==> config.mk <==
export PLATFORM = sky130hd
export DESIGN_NAME = content_bounding_box_crop_core_flat
export DESIGN_NICKNAME = d
export VERILOG_FILES = /design/src/hdl/ccrop_pkg.sv /design/src/hdl/ccrop_if.sv /design/src/hdl/ccrop_csr.sv /design/src/hdl/ccrop_tracker.sv /design/src/hdl/ccrop_box.sv /design/src/hdl/content_bounding_box_crop_core.sv /design/src/flat_wrapper.sv
export SDC_FILE = /design/constraint.sdc
export NUM_CORES = 1
export LEC_CHECK = 0
export BUFFER_PORTS_ARGS = -buffer_cell sky130_fd_sc_hd__buf_2
export CORE_AREA = 5 5 144 181
export CTS_CLUSTER_SIZE = 8
export DETAILED_ROUTE_END_ITERATION = 8
export DIE_AREA = 0 0 149 186
export PLACE_DENSITY = 0.79
export SLEW_MARGIN = 20
export SYNTH_ARGS = -nofsm -noshare
export SYNTH_HDL_FRONTEND = slang
export SYNTH_HIERARCHICAL = 1
export SYNTH_SLANG_ARGS = --single-unit
==> constraint.sdc <==
create_clock -name clock -period 6.5 [get_ports clock]
set_clock_uncertainty 0.2 [all_clocks]
set_input_delay 0 -clock clock [delete_from_list [all_inputs] [get_ports clock]]
set_output_delay 0 -clock clock [all_outputs]
set_load 0.05 [all_outputs]
==> src/hdl/ccrop_pkg.sv <==
// ---------------------------------------------------------------------------
// ccrop_pkg
// Shared constants, types and helpers of the content bounding box crop core.
// ---------------------------------------------------------------------------
`default_nettype none

package ccrop_pkg;

   // Largest frame dimension supported, in pixels.
   localparam int MAX_DIM   = 4096;
   // Width of a column or row position.
   localparam int POS_W     = $clog2(MAX_DIM);
   // Width of a size that can hold MAX_DIM itself.
   localparam int DIM_W     = POS_W + 1;
   // Width of the size registers as written through the register port.
   localparam int REG_DIM_W = 13;
   localparam int PIXEL_W   = 32;
   localparam int CSR_DATA_W  = 32;
   localparam int CSR_INDEX_W = 2;

   typedef enum logic [CSR_INDEX_W-1:0] {
      CSR_BACKGROUND_COLOR = 2'd0,
      CSR_FRAME_WIDTH      = 2'd1,
      CSR_FRAME_HEIGHT     = 2'd2
   } ccrop_csr_index_type;

   // Working configuration, with the frame size already clamped.
   typedef struct packed {
      logic [PIXEL_W-1:0] background_color;
      logic [DIM_W-1:0]   width;
      logic [DIM_W-1:0]   height;
   } ccrop_cfg_type;

   // Extent of the foreground of one finished frame.
   typedef struct packed {
      logic [POS_W-1:0] min_column;
      logic [POS_W-1:0] max_column;
      logic [POS_W-1:0] min_row;
      logic [POS_W-1:0] max_row;
      logic             found_any;
   } ccrop_extent_type;

   // A size of zero counts as one, and anything above MAX_DIM as MAX_DIM.
   function automatic logic [DIM_W-1:0] clamp_dim(input logic [REG_DIM_W-1:0] v);
      logic [DIM_W-1:0] r;
      if (v == '0) begin
         r = DIM_W'(1);
      end else if (int'(v) > MAX_DIM) begin
         r = DIM_W'(MAX_DIM);
      end else begin
         r = DIM_W'(v);
      end
      return r;
   endfunction

endpackage

`default_nettype wire

==> src/hdl/ccrop_if.sv <==
// ---------------------------------------------------------------------------
// ccrop_req_if / ccrop_rsp_if
// Valid/ready channels for pixels in and crop boxes out.
// ---------------------------------------------------------------------------
`default_nettype none

interface ccrop_req_if;
   logic                          valid;
   logic                          ready;
   logic [ccrop_pkg::PIXEL_W-1:0] pixel_value;

   modport source (output valid, output pixel_value, input ready);
   modport sink   (input valid, input pixel_value, output ready);
endinterface

interface ccrop_rsp_if;
   logic                        valid;
   logic                        ready;
   logic [ccrop_pkg::POS_W-1:0] box_left;
   logic [ccrop_pkg::POS_W-1:0] box_top;
   logic [ccrop_pkg::DIM_W-1:0] box_width;
   logic [ccrop_pkg::DIM_W-1:0] box_height;
   logic                        frame_empty;

   modport source (output valid, output box_left, output box_top, output box_width,
                   output box_height, output frame_empty, input ready);
   modport sink   (input valid, input box_left, input box_top, input box_width,
                   input box_height, input frame_empty, output ready);
endinterface

`default_nettype wire

==> src/hdl/ccrop_csr.sv <==
// ---------------------------------------------------------------------------
// ccrop_csr
// Configuration registers; presents the background color and clamped size.
// ---------------------------------------------------------------------------
`default_nettype none

module ccrop_csr (
   input  wire logic                              clock,
   input  wire logic                              reset,
   input  wire logic                              csr_write_en,
   input  wire logic [ccrop_pkg::CSR_INDEX_W-1:0] csr_index,
   input  wire logic [ccrop_pkg::CSR_DATA_W-1:0]  csr_write_data,
   output ccrop_pkg::ccrop_cfg_type               cfg
);

   logic [ccrop_pkg::PIXEL_W-1:0]   background_ff, background_in;
   logic [ccrop_pkg::REG_DIM_W-1:0] width_ff, width_in;
   logic [ccrop_pkg::REG_DIM_W-1:0] height_ff, height_in;

   always_comb begin
      background_in = background_ff;
      width_in      = width_ff;
      height_in     = height_ff;
      if (csr_write_en) begin
         case (csr_index)
            ccrop_pkg::CSR_BACKGROUND_COLOR: begin
               background_in = csr_write_data[ccrop_pkg::PIXEL_W-1:0];
            end
            ccrop_pkg::CSR_FRAME_WIDTH: begin
               width_in = csr_write_data[ccrop_pkg::REG_DIM_W-1:0];
            end
            ccrop_pkg::CSR_FRAME_HEIGHT: begin
               height_in = csr_write_data[ccrop_pkg::REG_DIM_W-1:0];
            end
            default: begin
               // Unused index: the write is dropped.
            end
         endcase
      end
   end

   always_ff @(posedge clock) begin
      if (reset) begin
         background_ff <= '0;
         width_ff      <= ccrop_pkg::REG_DIM_W'(ccrop_pkg::MAX_DIM);
         height_ff     <= ccrop_pkg::REG_DIM_W'(ccrop_pkg::MAX_DIM);
      end else begin
         background_ff <= background_in;
         width_ff      <= width_in;
         height_ff     <= height_in;
      end
   end

   assign cfg.background_color = background_ff;
   assign cfg.width            = ccrop_pkg::clamp_dim(width_ff);
   assign cfg.height           = ccrop_pkg::clamp_dim(height_ff);

endmodule

`default_nettype wire

==> src/hdl/ccrop_tracker.sv <==
// ---------------------------------------------------------------------------
// ccrop_tracker
// Input register, raster position counters and foreground extent tracking.
// ---------------------------------------------------------------------------
`default_nettype none

module ccrop_tracker (
   input  wire logic                    clock,
   input  wire logic                    reset,
   input  wire ccrop_pkg::ccrop_cfg_type cfg,
   ccrop_req_if.sink                    req,
   output logic                         ext_valid,
   input  wire logic                    ext_ready,
   output ccrop_pkg::ccrop_extent_type  ext
);

   localparam int PW = ccrop_pkg::POS_W;
   localparam int DW = ccrop_pkg::DIM_W;

   logic                          pix_valid_ff, pix_valid_in;
   logic [ccrop_pkg::PIXEL_W-1:0] pix_ff;
   logic [PW-1:0]                 column_ff, column_in;
   logic [PW-1:0]                 row_ff, row_in;
   ccrop_pkg::ccrop_extent_type   track_ff, track_in, track_hit;

   logic hit;
   logic row_end;
   logic frame_end;
   logic advance;

   assign hit       = (pix_ff != cfg.background_color);
   assign row_end   = ((DW'(column_ff) + DW'(1)) >= cfg.width);
   assign frame_end = row_end && ((DW'(row_ff) + DW'(1)) >= cfg.height);

   // A frame-closing pixel waits until the box stage can take its extent.
   assign advance   = pix_valid_ff && (!frame_end || ext_ready);
   assign req.ready = !pix_valid_ff || advance;

   assign ext_valid = pix_valid_ff && frame_end;
   assign ext       = track_hit;

   // Extent including the pixel in the input register.
   always_comb begin
      track_hit = track_ff;
      if (hit) begin
         track_hit.found_any = 1'b1;
         if (!track_ff.found_any) begin
            track_hit.min_column = column_ff;
            track_hit.max_column = column_ff;
            track_hit.min_row    = row_ff;
            track_hit.max_row    = row_ff;
         end else begin
            if (column_ff < track_ff.min_column) track_hit.min_column = column_ff;
            if (column_ff > track_ff.max_column) track_hit.max_column = column_ff;
            if (row_ff < track_ff.min_row)       track_hit.min_row    = row_ff;
            if (row_ff > track_ff.max_row)       track_hit.max_row    = row_ff;
         end
      end
   end

   always_comb begin
      column_in    = column_ff;
      row_in       = row_ff;
      track_in     = track_ff;
      pix_valid_in = pix_valid_ff;
      if (advance) begin
         pix_valid_in = 1'b0;
         if (frame_end) begin
            column_in = '0;
            row_in    = '0;
            track_in  = '0;
         end else if (row_end) begin
            column_in = '0;
            row_in    = row_ff + PW'(1);
            track_in  = track_hit;
         end else begin
            column_in = column_ff + PW'(1);
            track_in  = track_hit;
         end
      end
      if (req.valid && req.ready) begin
         pix_valid_in = 1'b1;
      end
   end

   always_ff @(posedge clock) begin
      if (reset) begin
         pix_valid_ff <= 1'b0;
         column_ff    <= '0;
         row_ff       <= '0;
         track_ff     <= '0;
      end else begin
         pix_valid_ff <= pix_valid_in;
         column_ff    <= column_in;
         row_ff       <= row_in;
         track_ff     <= track_in;
      end
   end

   always_ff @(posedge clock) begin
      if (req.valid && req.ready) begin
         pix_ff <= req.pixel_value;
      end
   end

endmodule

`default_nettype wire

==> src/hdl/ccrop_box.sv <==
// ---------------------------------------------------------------------------
// ccrop_box
// Holds a finished frame's extent and turns it into the registered crop box.
// ---------------------------------------------------------------------------
`default_nettype none

module ccrop_box (
   input  wire logic                        clock,
   input  wire logic                        reset,
   input  wire logic                        ext_valid,
   output logic                             ext_ready,
   input  wire ccrop_pkg::ccrop_extent_type ext,
   ccrop_rsp_if.source                      rsp
);

   localparam int PW = ccrop_pkg::POS_W;
   localparam int DW = ccrop_pkg::DIM_W;

   logic                        fin_valid_ff, fin_valid_in;
   ccrop_pkg::ccrop_extent_type fin_ff;
   logic                        out_valid_ff, out_valid_in;
   logic [PW-1:0]               left_ff, top_ff;
   logic [DW-1:0]               width_ff, height_ff;
   logic                        empty_ff;

   logic          fin_move;
   logic [PW-1:0] left, top;
   logic [DW-1:0] right, bottom;

   assign fin_move  = fin_valid_ff && (!out_valid_ff || rsp.ready);
   assign ext_ready = !fin_valid_ff || fin_move;

   // One pixel of margin on the left and top where there is room.
   assign left   = (fin_ff.min_column == '0) ? '0 : fin_ff.min_column - PW'(1);
   assign top    = (fin_ff.min_row == '0) ? '0 : fin_ff.min_row - PW'(1);
   assign right  = DW'(fin_ff.max_column) + DW'(1);
   assign bottom = DW'(fin_ff.max_row) + DW'(1);

   always_comb begin
      fin_valid_in = fin_valid_ff;
      out_valid_in = out_valid_ff;
      if (fin_move) begin
         fin_valid_in = 1'b0;
      end
      if (ext_valid && ext_ready) begin
         fin_valid_in = 1'b1;
      end
      if (out_valid_ff && rsp.ready) begin
         out_valid_in = 1'b0;
      end
      if (fin_move) begin
         out_valid_in = 1'b1;
      end
   end

   always_ff @(posedge clock) begin
      if (reset) begin
         fin_valid_ff <= 1'b0;
         out_valid_ff <= 1'b0;
      end else begin
         fin_valid_ff <= fin_valid_in;
         out_valid_ff <= out_valid_in;
      end
   end

   always_ff @(posedge clock) begin
      if (ext_valid && ext_ready) begin
         fin_ff <= ext;
      end
      if (fin_move) begin
         if (fin_ff.found_any) begin
            left_ff   <= left;
            top_ff    <= top;
            width_ff  <= right - DW'(left);
            height_ff <= bottom - DW'(top);
            empty_ff  <= 1'b0;
         end else begin
            left_ff   <= '0;
            top_ff    <= '0;
            width_ff  <= '0;
            height_ff <= '0;
            empty_ff  <= 1'b1;
         end
      end
   end

   assign rsp.valid       = out_valid_ff;
   assign rsp.box_left    = left_ff;
   assign rsp.box_top     = top_ff;
   assign rsp.box_width   = width_ff;
   assign rsp.box_height  = height_ff;
   assign rsp.frame_empty = empty_ff;

endmodule

`default_nettype wire

==> src/hdl/content_bounding_box_crop_core.sv <==
// ---------------------------------------------------------------------------
// content_bounding_box_crop_core
// Finds the crop box around all non-background pixels of a raster frame.
// ---------------------------------------------------------------------------
// Pixels enter on req_chan, one 32-bit item per pixel in row-major order, and
// one crop box leaves on rsp_chan after the last pixel of each frame, as set
// by the frame width and height registers (0 counts as 1, sizes above 4096
// count as 4096). The csr_ port writes the background color and frame size;
// write it only while no frame is in progress.
// A pixel may be accepted in every clock cycle while req_chan.ready is high.
// The box for a frame is valid on rsp_chan once its last pixel has passed the
// input register, where the position counters and extent are updated, and
// the hold register, from which the box arithmetic loads the output
// register. The hold and output registers together buffer two boxes, so a
// stalled receiver does not stop the pixel stream; only a frame-closing pixel
// with both of them full waits in the input register, and req_chan.ready then
// drops. Results are never dropped or repeated.
// Reset (synchronous, active high) empties the pipeline, sets the position to
// the first pixel of a frame, clears the extent, sets the background color to
// zero and both frame dimensions to 4096.
// ---------------------------------------------------------------------------
`default_nettype none

module content_bounding_box_crop_core (
   input  wire logic                              clock,
   input  wire logic                              reset,
   ccrop_req_if.sink                              req_chan,
   ccrop_rsp_if.source                            rsp_chan,
   input  wire logic                              csr_write_en,
   input  wire logic [ccrop_pkg::CSR_INDEX_W-1:0] csr_index,
   input  wire logic [ccrop_pkg::CSR_DATA_W-1:0]  csr_write_data
);

   // Working configuration, sizes already clamped to the legal range.
   ccrop_pkg::ccrop_cfg_type    cfg;
   // Extent of a finished frame on its way to the box stage.
   ccrop_pkg::ccrop_extent_type ext;
   logic                        ext_valid;
   logic                        ext_ready;

   ccrop_csr u_csr (
      .clock          (clock),
      .reset          (reset),
      .csr_write_en   (csr_write_en),
      .csr_index      (csr_index),
      .csr_write_data (csr_write_data),
      .cfg            (cfg)
   );

   // Counts the raster position and grows the extent pixel by pixel.
   ccrop_tracker u_tracker (
      .clock     (clock),
      .reset     (reset),
      .cfg       (cfg),
      .req       (req_chan),
      .ext_valid (ext_valid),
      .ext_ready (ext_ready),
      .ext       (ext)
   );

   // Applies the margin and forms width and height of the finished box.
   ccrop_box u_box (
      .clock     (clock),
      .reset     (reset),
      .ext_valid (ext_valid),
      .ext_ready (ext_ready),
      .ext       (ext),
      .rsp       (rsp_chan)
   );

endmodule

`default_nettype wire

==> src/flat_wrapper.sv <==
// flat-port wrapper written by rule: the top's interface ports become plain ports
module content_bounding_box_crop_core_flat 
  (clock, reset, csr_write_en, csr_index, csr_write_data, req_chan_valid, req_chan_pixel_value, req_chan_ready, rsp_chan_valid, rsp_chan_box_left, rsp_chan_box_top, rsp_chan_box_width, rsp_chan_box_height, rsp_chan_frame_empty, rsp_chan_ready);
  ccrop_req_if req_chan_i ();
  ccrop_rsp_if rsp_chan_i ();
  input  wire logic clock;
  input  wire logic reset;
  input  wire logic csr_write_en;
  input  wire logic [ccrop_pkg::CSR_INDEX_W-1:0] csr_index;
  input  wire logic [ccrop_pkg::CSR_DATA_W-1:0] csr_write_data;
  input wire logic [$bits(req_chan_i.valid)-1:0] req_chan_valid;
  input wire logic [$bits(req_chan_i.pixel_value)-1:0] req_chan_pixel_value;
  output wire logic [$bits(req_chan_i.ready)-1:0] req_chan_ready;
  output wire logic [$bits(rsp_chan_i.valid)-1:0] rsp_chan_valid;
  output wire logic [$bits(rsp_chan_i.box_left)-1:0] rsp_chan_box_left;
  output wire logic [$bits(rsp_chan_i.box_top)-1:0] rsp_chan_box_top;
  output wire logic [$bits(rsp_chan_i.box_width)-1:0] rsp_chan_box_width;
  output wire logic [$bits(rsp_chan_i.box_height)-1:0] rsp_chan_box_height;
  output wire logic [$bits(rsp_chan_i.frame_empty)-1:0] rsp_chan_frame_empty;
  input wire logic [$bits(rsp_chan_i.ready)-1:0] rsp_chan_ready;
  assign req_chan_i.valid = req_chan_valid;
  assign req_chan_i.pixel_value = req_chan_pixel_value;
  assign req_chan_ready = req_chan_i.ready;
  assign rsp_chan_valid = rsp_chan_i.valid;
  assign rsp_chan_box_left = rsp_chan_i.box_left;
  assign rsp_chan_box_top = rsp_chan_i.box_top;
  assign rsp_chan_box_width = rsp_chan_i.box_width;
  assign rsp_chan_box_height = rsp_chan_i.box_height;
  assign rsp_chan_frame_empty = rsp_chan_i.frame_empty;
  assign rsp_chan_i.ready = rsp_chan_ready;
  content_bounding_box_crop_core u_core (.clock(clock), .reset(reset), .req_chan(req_chan_i), .rsp_chan(rsp_chan_i), .csr_write_en(csr_write_en), .csr_index(csr_index), .csr_write_data(csr_write_data));
endmodule
## Word level (Yosys, flattened, before mapping)

Cells that the tools add are included.

| cells by class | value |
|---|---|
| order comparisons | 8 |
| equal/unequal tests | 3 |
| reductions and logical operators | 28 |
| add/sub/neg operators | 10 |
| multiplexer cells | 24 |

Operators by type and width:

| cell | count |
|---|---|
| 12-bit two-way mux | 10 |
| 49-bit two-way mux | 2 |
| 12-bit by 1-bit adder with 13-bit output, second input constant | 4 |
| 13-bit two-way mux | 4 |
| 48-bit two-way mux | 1 |
| 32-bit != test | 1 |
| 13-bit >= comparator | 2 |
| 13-bit greater-than comparator, second input constant | 2 |
| 13-bit zero test | 2 |
| 13-bit by 12-bit subtractor with 13-bit output | 2 |
| 12-bit by 1-bit adder with 12-bit output, second input constant | 2 |
| 12-bit greater-than comparator | 2 |
| 12-bit zero test | 2 |
| 12-bit less-than comparator | 2 |
| 12-bit by 1-bit subtractor with 12-bit output, second input constant | 2 |
| 2-bit AND reduction | 4 |
| 2-bit nonzero test | 4 |
| 1-bit logical AND | 7 |
| 1-bit two-way mux | 7 |
| 1-bit zero test | 4 |
| 1-bit logical OR | 4 |
| 2-bit by 1-bit == test with 1-bit output, second input constant | 1 |
| 2-bit == test, second input constant | 1 |
| 2-bit zero test | 1 |

| storage, ports and cells | value |
|---|---|
| bits of input ports | 71 |
| bits in registers | 266 |

## Longest topological paths before layout

| depth | value |
|---|---|
| depth after elaboration | 11 |
| depth in mapped cells | 16 |
| depth with buffers taken out | 15 |

## By module

Netlist, hierarchy kept.

Modules (own cells, without submodules):

| module | area an instance (µm²) | sequential area each (µm²) | times used | cells each |
|---|---|---|---|---|
| ccrop_tracker | 6806.5 | 2442.3 | 1 | 711 |
| ccrop_box | 5201.2 | 3042.9 | 1 | 413 |
| ccrop_csr | 2274.7 | 1161.1 | 1 | 291 |

## Worst setup path after synthesis

No wires, ideal clock.

| timing | value |
|---|---|
| path kind | register to register |
| start point | register u_core.u_tracker.column_ff[0] |
| end point | register u_core/u_tracker/pix_ff[0] (netlist name) (enable) |
| cell stages (with the launch flop) | 15 |
| library setup time | 392 ps |
| clock period less this slack | 4956 ps |
| buffers on the path | 0 |
| data arrival time | 4364 ps |
| path slack | 1544 ps |
| path through | dfxtp_1 -> ha_1 -> and3_1 -> and3_1 -> and3_1 -> nand3_1 -> xnor2_1 -> ha_1 -> a21o_2 -> a211o_2 -> a311oi_2 -> a21oi_2 -> nand2_1 -> or3_1 -> and2_1 |

| on the way | value |
|---|---|
| cells in the longest elaborated chain, start to end | 8 |

RTL lines:

| item | RTL line | source |
|---|---|---|
| from (decl) | ccrop_tracker.sv:22 | `logic [PW-1:0] column_ff, column_in;` |
| from (signal assigned) | ccrop_tracker.sv:94 | `column_ff <= column_in;` |
| 12-bit by 1-bit adder with 13-bit output | ccrop_tracker.sv:32 | `assign row_end = ((DW'(column_ff) + DW'(1)) >= cfg.width);` |
| 13-bit >= comparator | ccrop_tracker.sv:32 |  |
| 1-bit logical AND | ccrop_tracker.sv:33 | `assign frame_end = row_end && ((DW'(row_ff) + DW'(1)) >= cfg.height);` |
| 1-bit zero test | ccrop_tracker.sv:36 | `assign advance = pix_valid_ff && (!frame_end \|\| ext_ready);` |
| 1-bit logical OR | ccrop_tracker.sv:36 |  |
| 1-bit logical AND | ccrop_tracker.sv:36 |  |
| 1-bit logical OR | ccrop_tracker.sv:37 | `assign req.ready = !pix_valid_ff \|\| advance;` |
| named net req_chan_ready | flat_wrapper.sv:13 | `output wire logic [$bits(req_chan_i.ready)-1:0] req_chan_ready;` |
| 1-bit logical AND | ccrop_tracker.sv:101 | `if (req.valid && req.ready) begin` |
| to (signal assigned) | ccrop_tracker.sv:102 | `pix_ff <= req.pixel_value;` |
| to (decl) | ccrop_tracker.sv:21 | `logic [ccrop_pkg::PIXEL_W-1:0] pix_ff;` |

The timed path passes the listed nets, and every way through them passes these cells.
A chain may end at the register's enable or synchronous reset.

## Worst setup path in the final report

| timing | value |
|---|---|
| start point | register u_core.u_tracker.column_ff[0] |
| end point | register u_core/u_tracker/pix_ff[21] (netlist name) (enable) |

| on the way | value |
|---|---|
| cells in the longest elaborated chain, start to end | 8 |

RTL lines:

| item | RTL line |
|---|---|
| 12-bit by 1-bit adder with 13-bit output | ccrop_tracker.sv:32 |
| 13-bit >= comparator | ccrop_tracker.sv:32 |
| 1-bit logical AND | ccrop_tracker.sv:33 |
| 1-bit zero test | ccrop_tracker.sv:36 |
| 1-bit logical OR | ccrop_tracker.sv:36 |
| 1-bit logical AND | ccrop_tracker.sv:36 |
| 1-bit logical OR | ccrop_tracker.sv:37 |
| 1-bit logical AND | ccrop_tracker.sv:101 |

Every way passes these cells.

==> impl_summary.txt <==
----------------------------------------------------
[Finish]
  Fraction of layout instances using a drive strength above 1 ... 14.9%
  Post-Layout Cell Count ... 2014
  Area delta synth->final ... 22.0%
  Area of all placed cells without fillers ... 17400 µm²
  Final-stage net count ... 1852

[Critical path]
  Critical Path AT ... 4.96 ns
  Worst Path Max Fanout ... 32
  Slack of the worst reg-to-reg path ... 1.49 ns
  Critical Path Start Type ... flop
  Critical path capture point type ... flop
  CP Class ... flop to flop
  Data required time of the worst path ... 6.46 ns

[Synth]
  Number of synthesized flops with an enable pin ... 132
  Syn nets ... 1612
  Prevailing post-synth register cell ... sky130_fd_sc_hd__dfxtp_1
  Count of cell types in the netlist ... 76
  Post-synthesis instance total ... 1415
  FFs w/ async S/R, synth ... 0%
  Number of storage elements in the synthesis netlist ... 266
  Post-synth design cell area ... 14300 µm²
  Mapped Avg Cell Area ... 10.1 µm²
  Share of synthesized area occupied by flip-flops and latches ... 46.5%
  Warnings from Yosys ... 6

[CTS]
  Number of gates resized after cts ... 0
  Cell at the root of the clock tree ... sky130_fd_sc_hd__clkbuf_16
  Clock insertion delay at the later pin of the skew report ... 0.52 ns
  Number of setup buffers added after CTS ... 0
  Number of sinks driven by the clock tree ... 266
  CTS tree ... built
  CTS clk-pin slew, worst paths ... 0.05 ns
  H-tree level count ... 2
  Clock buffer depth ... 3
  Num CTS Buffers ... 39

[STA]
  Fin. Hold Viols ... 0
  Min cycle time layout ... 5.01 ns
  Setup ws final ... 1.49 ns
  RSZ-0062 raised after global routing ... false
  Summed negative setup slack over all endpoints ... 0 ns
  Crit share post-route ... 77.0%
  Max-Slew Margin vs Limit ... 39.8%
  Maximum frequency from static timing analysis ... 0.200 GHz
  Slew of the pin with the lowest slew margin ... 0.902 ns
  Max-slew violation count ... 0
  Total setup violations reported at the end of the flow ... 0

[Die]
  I/O pin cnt ... 124
  Die area ... 27700 µm²
  Width of the die ... 149 µm
  Initial Utilization ... 59.1%
  Floorplan row count ... 64
  Core area ... 24200 µm²
  Die Ht ... 186 µm

[Power and ir drop]
  Cell leakage power ... 7.16 nW
  Power per standard cell area ... 230 nW/µm²
  IR drop worst, VDD ... 0.000215 V
  Post-layout total power ... 4.01 mW

[Placed design]
  Number of port buffers ... 123
  Post-detailed-placement cell area ... 15000 µm²
  Dpl cells ... 1813
  Final Wtd Congestion ... 0.862
  Post-placement worst setup slack ... 1.48 ns
  DP Wirelength ... 21200 µm

[Drt]
  Detailed-route wire length on metal 1 ... 13600 µm
  Via density ... 5.65
  Total wirelength of the detailed-routed design ... 35600 µm
  Met3 wire length ... 2080 µm
  Number of vias in the routed layout ... 11400
  Remaining antenna violation count after routing ... 0
  Detail-routed net length per standard cell ... 17.7 µm
  Post-route DRC ... 0
  Total length of routed met2 wires ... 18300 µm
  Uppermost metal layer occupied by signal nets ... met4
  Drt first pass iters ... 5
  Number of DRC markers after the initial detailed-route iteration ... 576

[Global routing]
  Maximum number of pins on one net before global-route repair ... 79
  Global Route Usage Sum ... 25.5%
  Number of antenna violations at the first check in global routing ... 1
  Wire length of the first global-routing pass ... 57600 µm
  Vias in the first global route ... 11600
  Sum of overflow across all layers after global routing ... 0

[Outcome]
  Result of the run ... complete, no violations

[Run]
  Max_cap viols ... 0

[Worst hold path]
  Worst hold-check path type ... primary input to flop

----------------------------------------------------
[cell type report]
class / count / area [µm²]
Inverter: 93 / 349
Sequential cell: 266 / 6650
Fill cell: 1638 / 6760
Clock inverter: 3 / 31.3
Multi-Input combinational cell: 990 / 6870
Antenna cell: 1 / 2.50
Clock buffer: 66 / 1100
Timing Repair Buffer: 265 / 2010
Tap cell: 330 / 413
[power by group]
group,internal (mW),switching (mW)
sequential,1.79,0.0382
combinational,0.142,0.176
clock,1.14,0.724
total,3.08,0.937
[layer usage]
metal | vias to the layer above | global-route usage, %
met5 | - | 0
met4 | 0 | 11.9
met3 | 123 | 4.58
met2 | 439 | 47.5
met1 | 5287 | 28.1
li1 | 5525 | -
[placed cells by master, fill, tap and decap left out, types with 9 or more instances in the layout]
master                          count
sky130_fd_sc_hd__clkbuf_1          26
sky130_fd_sc_hd__clkbuf_16         40
sky130_fd_sc_hd__a31oi_1           12
sky130_fd_sc_hd__xnor2_1           20
sky130_fd_sc_hd__o21ai_0           65
sky130_fd_sc_hd__inv_1             92
sky130_fd_sc_hd__xor2_1            62
sky130_fd_sc_hd__nand2b_1           9
sky130_fd_sc_hd__nand3_1           20
sky130_fd_sc_hd__a21oi_1          106
sky130_fd_sc_hd__nand2_1          195
sky130_fd_sc_hd__dfxtp_1          134
sky130_fd_sc_hd__nor4_1            21
sky130_fd_sc_hd__mux2_2            24
sky130_fd_sc_hd__nor3_1            14
sky130_fd_sc_hd__nand4_1           14
sky130_fd_sc_hd__a22o_1            44
sky130_fd_sc_hd__ha_1             124
sky130_fd_sc_hd__nor2_1            55
sky130_fd_sc_hd__buf_2            123
sky130_fd_sc_hd__nor2b_1           33
sky130_fd_sc_hd__and3_1            28
sky130_fd_sc_hd__nor3b_1            9
sky130_fd_sc_hd__a21o_1            17
sky130_fd_sc_hd__dlygate4sd3_1    131
sky130_fd_sc_hd__buf_4             11
sky130_fd_sc_hd__nand2_2           11
sky130_fd_sc_hd__edfxtp_1         132
[worst paths after layout]
path                                      start                          end  depth (start not counted)
setup / recovery  u_core/u_tracker/column_ff[0]  u_core/u_tracker/pix_ff[21]                         15
hold / removal          req_chan_pixel_value[3]   u_core/u_tracker/pix_ff[3]                          2
setup reg to reg  u_core/u_tracker/column_ff[0]  u_core/u_tracker/pix_ff[21]                         15
hold reg to reg       u_core/u_csr/height_ff[9]    u_core/u_csr/height_ff[9]                          2
[flip-flops by register name (all words and copies together) (netlist names), 12 cells and up]
register,flops
u_core/u_box/rsp.box_height,13
u_core/u_tracker/track_ff,49
u_core/u_box/fin_ff,49
u_core/u_tracker/row_ff,12
u_core/u_box/rsp.box_top,12
u_core/u_tracker/column_ff,12
u_core/u_box/rsp.box_left,12
u_core/u_csr/width_ff,13
u_core/u_tracker/pix_ff,32
u_core/u_csr/height_ff,13
u_core/u_box/rsp.box_width,13
u_core/u_csr/background_ff,32
[logic make-up after synthesis]
| family | after synthesis | synth area share, % |
|---|---|---|
| buf+inv | 159 | 5.53 |
| fa+ha+maj | 126 | 11.1 |
| simple gates | 447 | 15.5 |
| compound gates | 306 | 14.1 |
| mux | 29 | 2.24 |
| flops | 266 | 46.5 |
| xor+xnor | 82 | 5.03 |
[what timing repair did]
action | in CTS | in global routing
hold buffers | 131 | 0
hold endpoints to repair | 133 | 0
setup endpoints to repair | 0 | 0
[worst max-delay path, cell delays in order, from the launching register on]
cell and delay [ns]:
sky130_fd_sc_hd__dfxtp_1 0.50, sky130_fd_sc_hd__ha_1 0.27, sky130_fd_sc_hd__and3_1 0.25, sky130_fd_sc_hd__and3_1 0.24, sky130_fd_sc_hd__and3_1 0.26, sky130_fd_sc_hd__nand3_1 0.11
sky130_fd_sc_hd__xnor2_1 0.27, sky130_fd_sc_hd__ha_1 0.30, sky130_fd_sc_hd__a21o_2 0.19, sky130_fd_sc_hd__a211o_2 0.34, sky130_fd_sc_hd__a311oi_2 0.36, sky130_fd_sc_hd__a21oi_2 0.25
sky130_fd_sc_hd__nand2_1 0.30, sky130_fd_sc_hd__or3_1 0.23, sky130_fd_sc_hd__and2_1 0.15, sky130_fd_sc_hd__buf_4 0.39
[through the flow]
step           hold slack (ns)  util, %
3_3_place_gp           -0.0239     61.9
6_report                0.0125     72.1
3_5_place_dp           -0.0219     61.9
5_1_grt                 0.0170     72.1
4_1_cts               0.000882     72.0
2_1_floorplan           -0.128        -
[synth_stat cells, types with 3 or more instances]
master / count / area share (%)
sky130_fd_sc_hd__nand2_1: 195 / 5.1
sky130_fd_sc_hd__dfxtp_1: 134 / 19
sky130_fd_sc_hd__edfxtp_1: 132 / 28
sky130_fd_sc_hd__ha_1: 124 / 11
sky130_fd_sc_hd__a21oi_1: 106 / 3.7
sky130_fd_sc_hd__inv_1: 92 / 2.4
sky130_fd_sc_hd__o21ai_0: 65 / 2.3
sky130_fd_sc_hd__xor2_1: 62 / 3.8
sky130_fd_sc_hd__nor2_1: 55 / 1.4
sky130_fd_sc_hd__a22o_1: 44 / 2.7
sky130_fd_sc_hd__nor2b_1: 34 / 1.5
sky130_fd_sc_hd__and3_1: 28 / 1.2
sky130_fd_sc_hd__mux2_2: 24 / 1.9
sky130_fd_sc_hd__clkbuf_1: 23 / 0.60
sky130_fd_sc_hd__nor4_1: 21 / 0.92
sky130_fd_sc_hd__nand3_1: 20 / 0.70
sky130_fd_sc_hd__xnor2_1: 20 / 1.2
sky130_fd_sc_hd__buf_6: 18 / 1.4
sky130_fd_sc_hd__a21o_1: 17 / 0.89
sky130_fd_sc_hd__nand4_1: 14 / 0.61
sky130_fd_sc_hd__nor3_1: 14 / 0.49
sky130_fd_sc_hd__buf_2: 13 / 0.46
sky130_fd_sc_hd__a31oi_1: 12 / 0.53
sky130_fd_sc_hd__nand2_2: 11 / 0.48
sky130_fd_sc_hd__buf_4: 10 / 0.53
sky130_fd_sc_hd__a211oi_1: 9 / 0.47
sky130_fd_sc_hd__and2_1: 9 / 0.39
sky130_fd_sc_hd__nand2b_1: 9 / 0.39
sky130_fd_sc_hd__nor3b_1: 9 / 0.47
sky130_fd_sc_hd__a22o_2: 8 / 0.56
sky130_fd_sc_hd__o21bai_1: 6 / 0.32
sky130_fd_sc_hd__mux2i_1: 5 / 0.35
sky130_fd_sc_hd__or3_1: 5 / 0.22
sky130_fd_sc_hd__a21o_2: 4 / 0.25
sky130_fd_sc_hd__nand3b_1: 4 / 0.21
sky130_fd_sc_hd__o211ai_1: 4 / 0.21
sky130_fd_sc_hd__a2111oi_0: 3 / 0.18
sky130_fd_sc_hd__o21ai_2: 3 / 0.18
sky130_fd_sc_hd__or4_1: 3 / 0.16
Note: power is estimated with default switching activity, not from simulation.
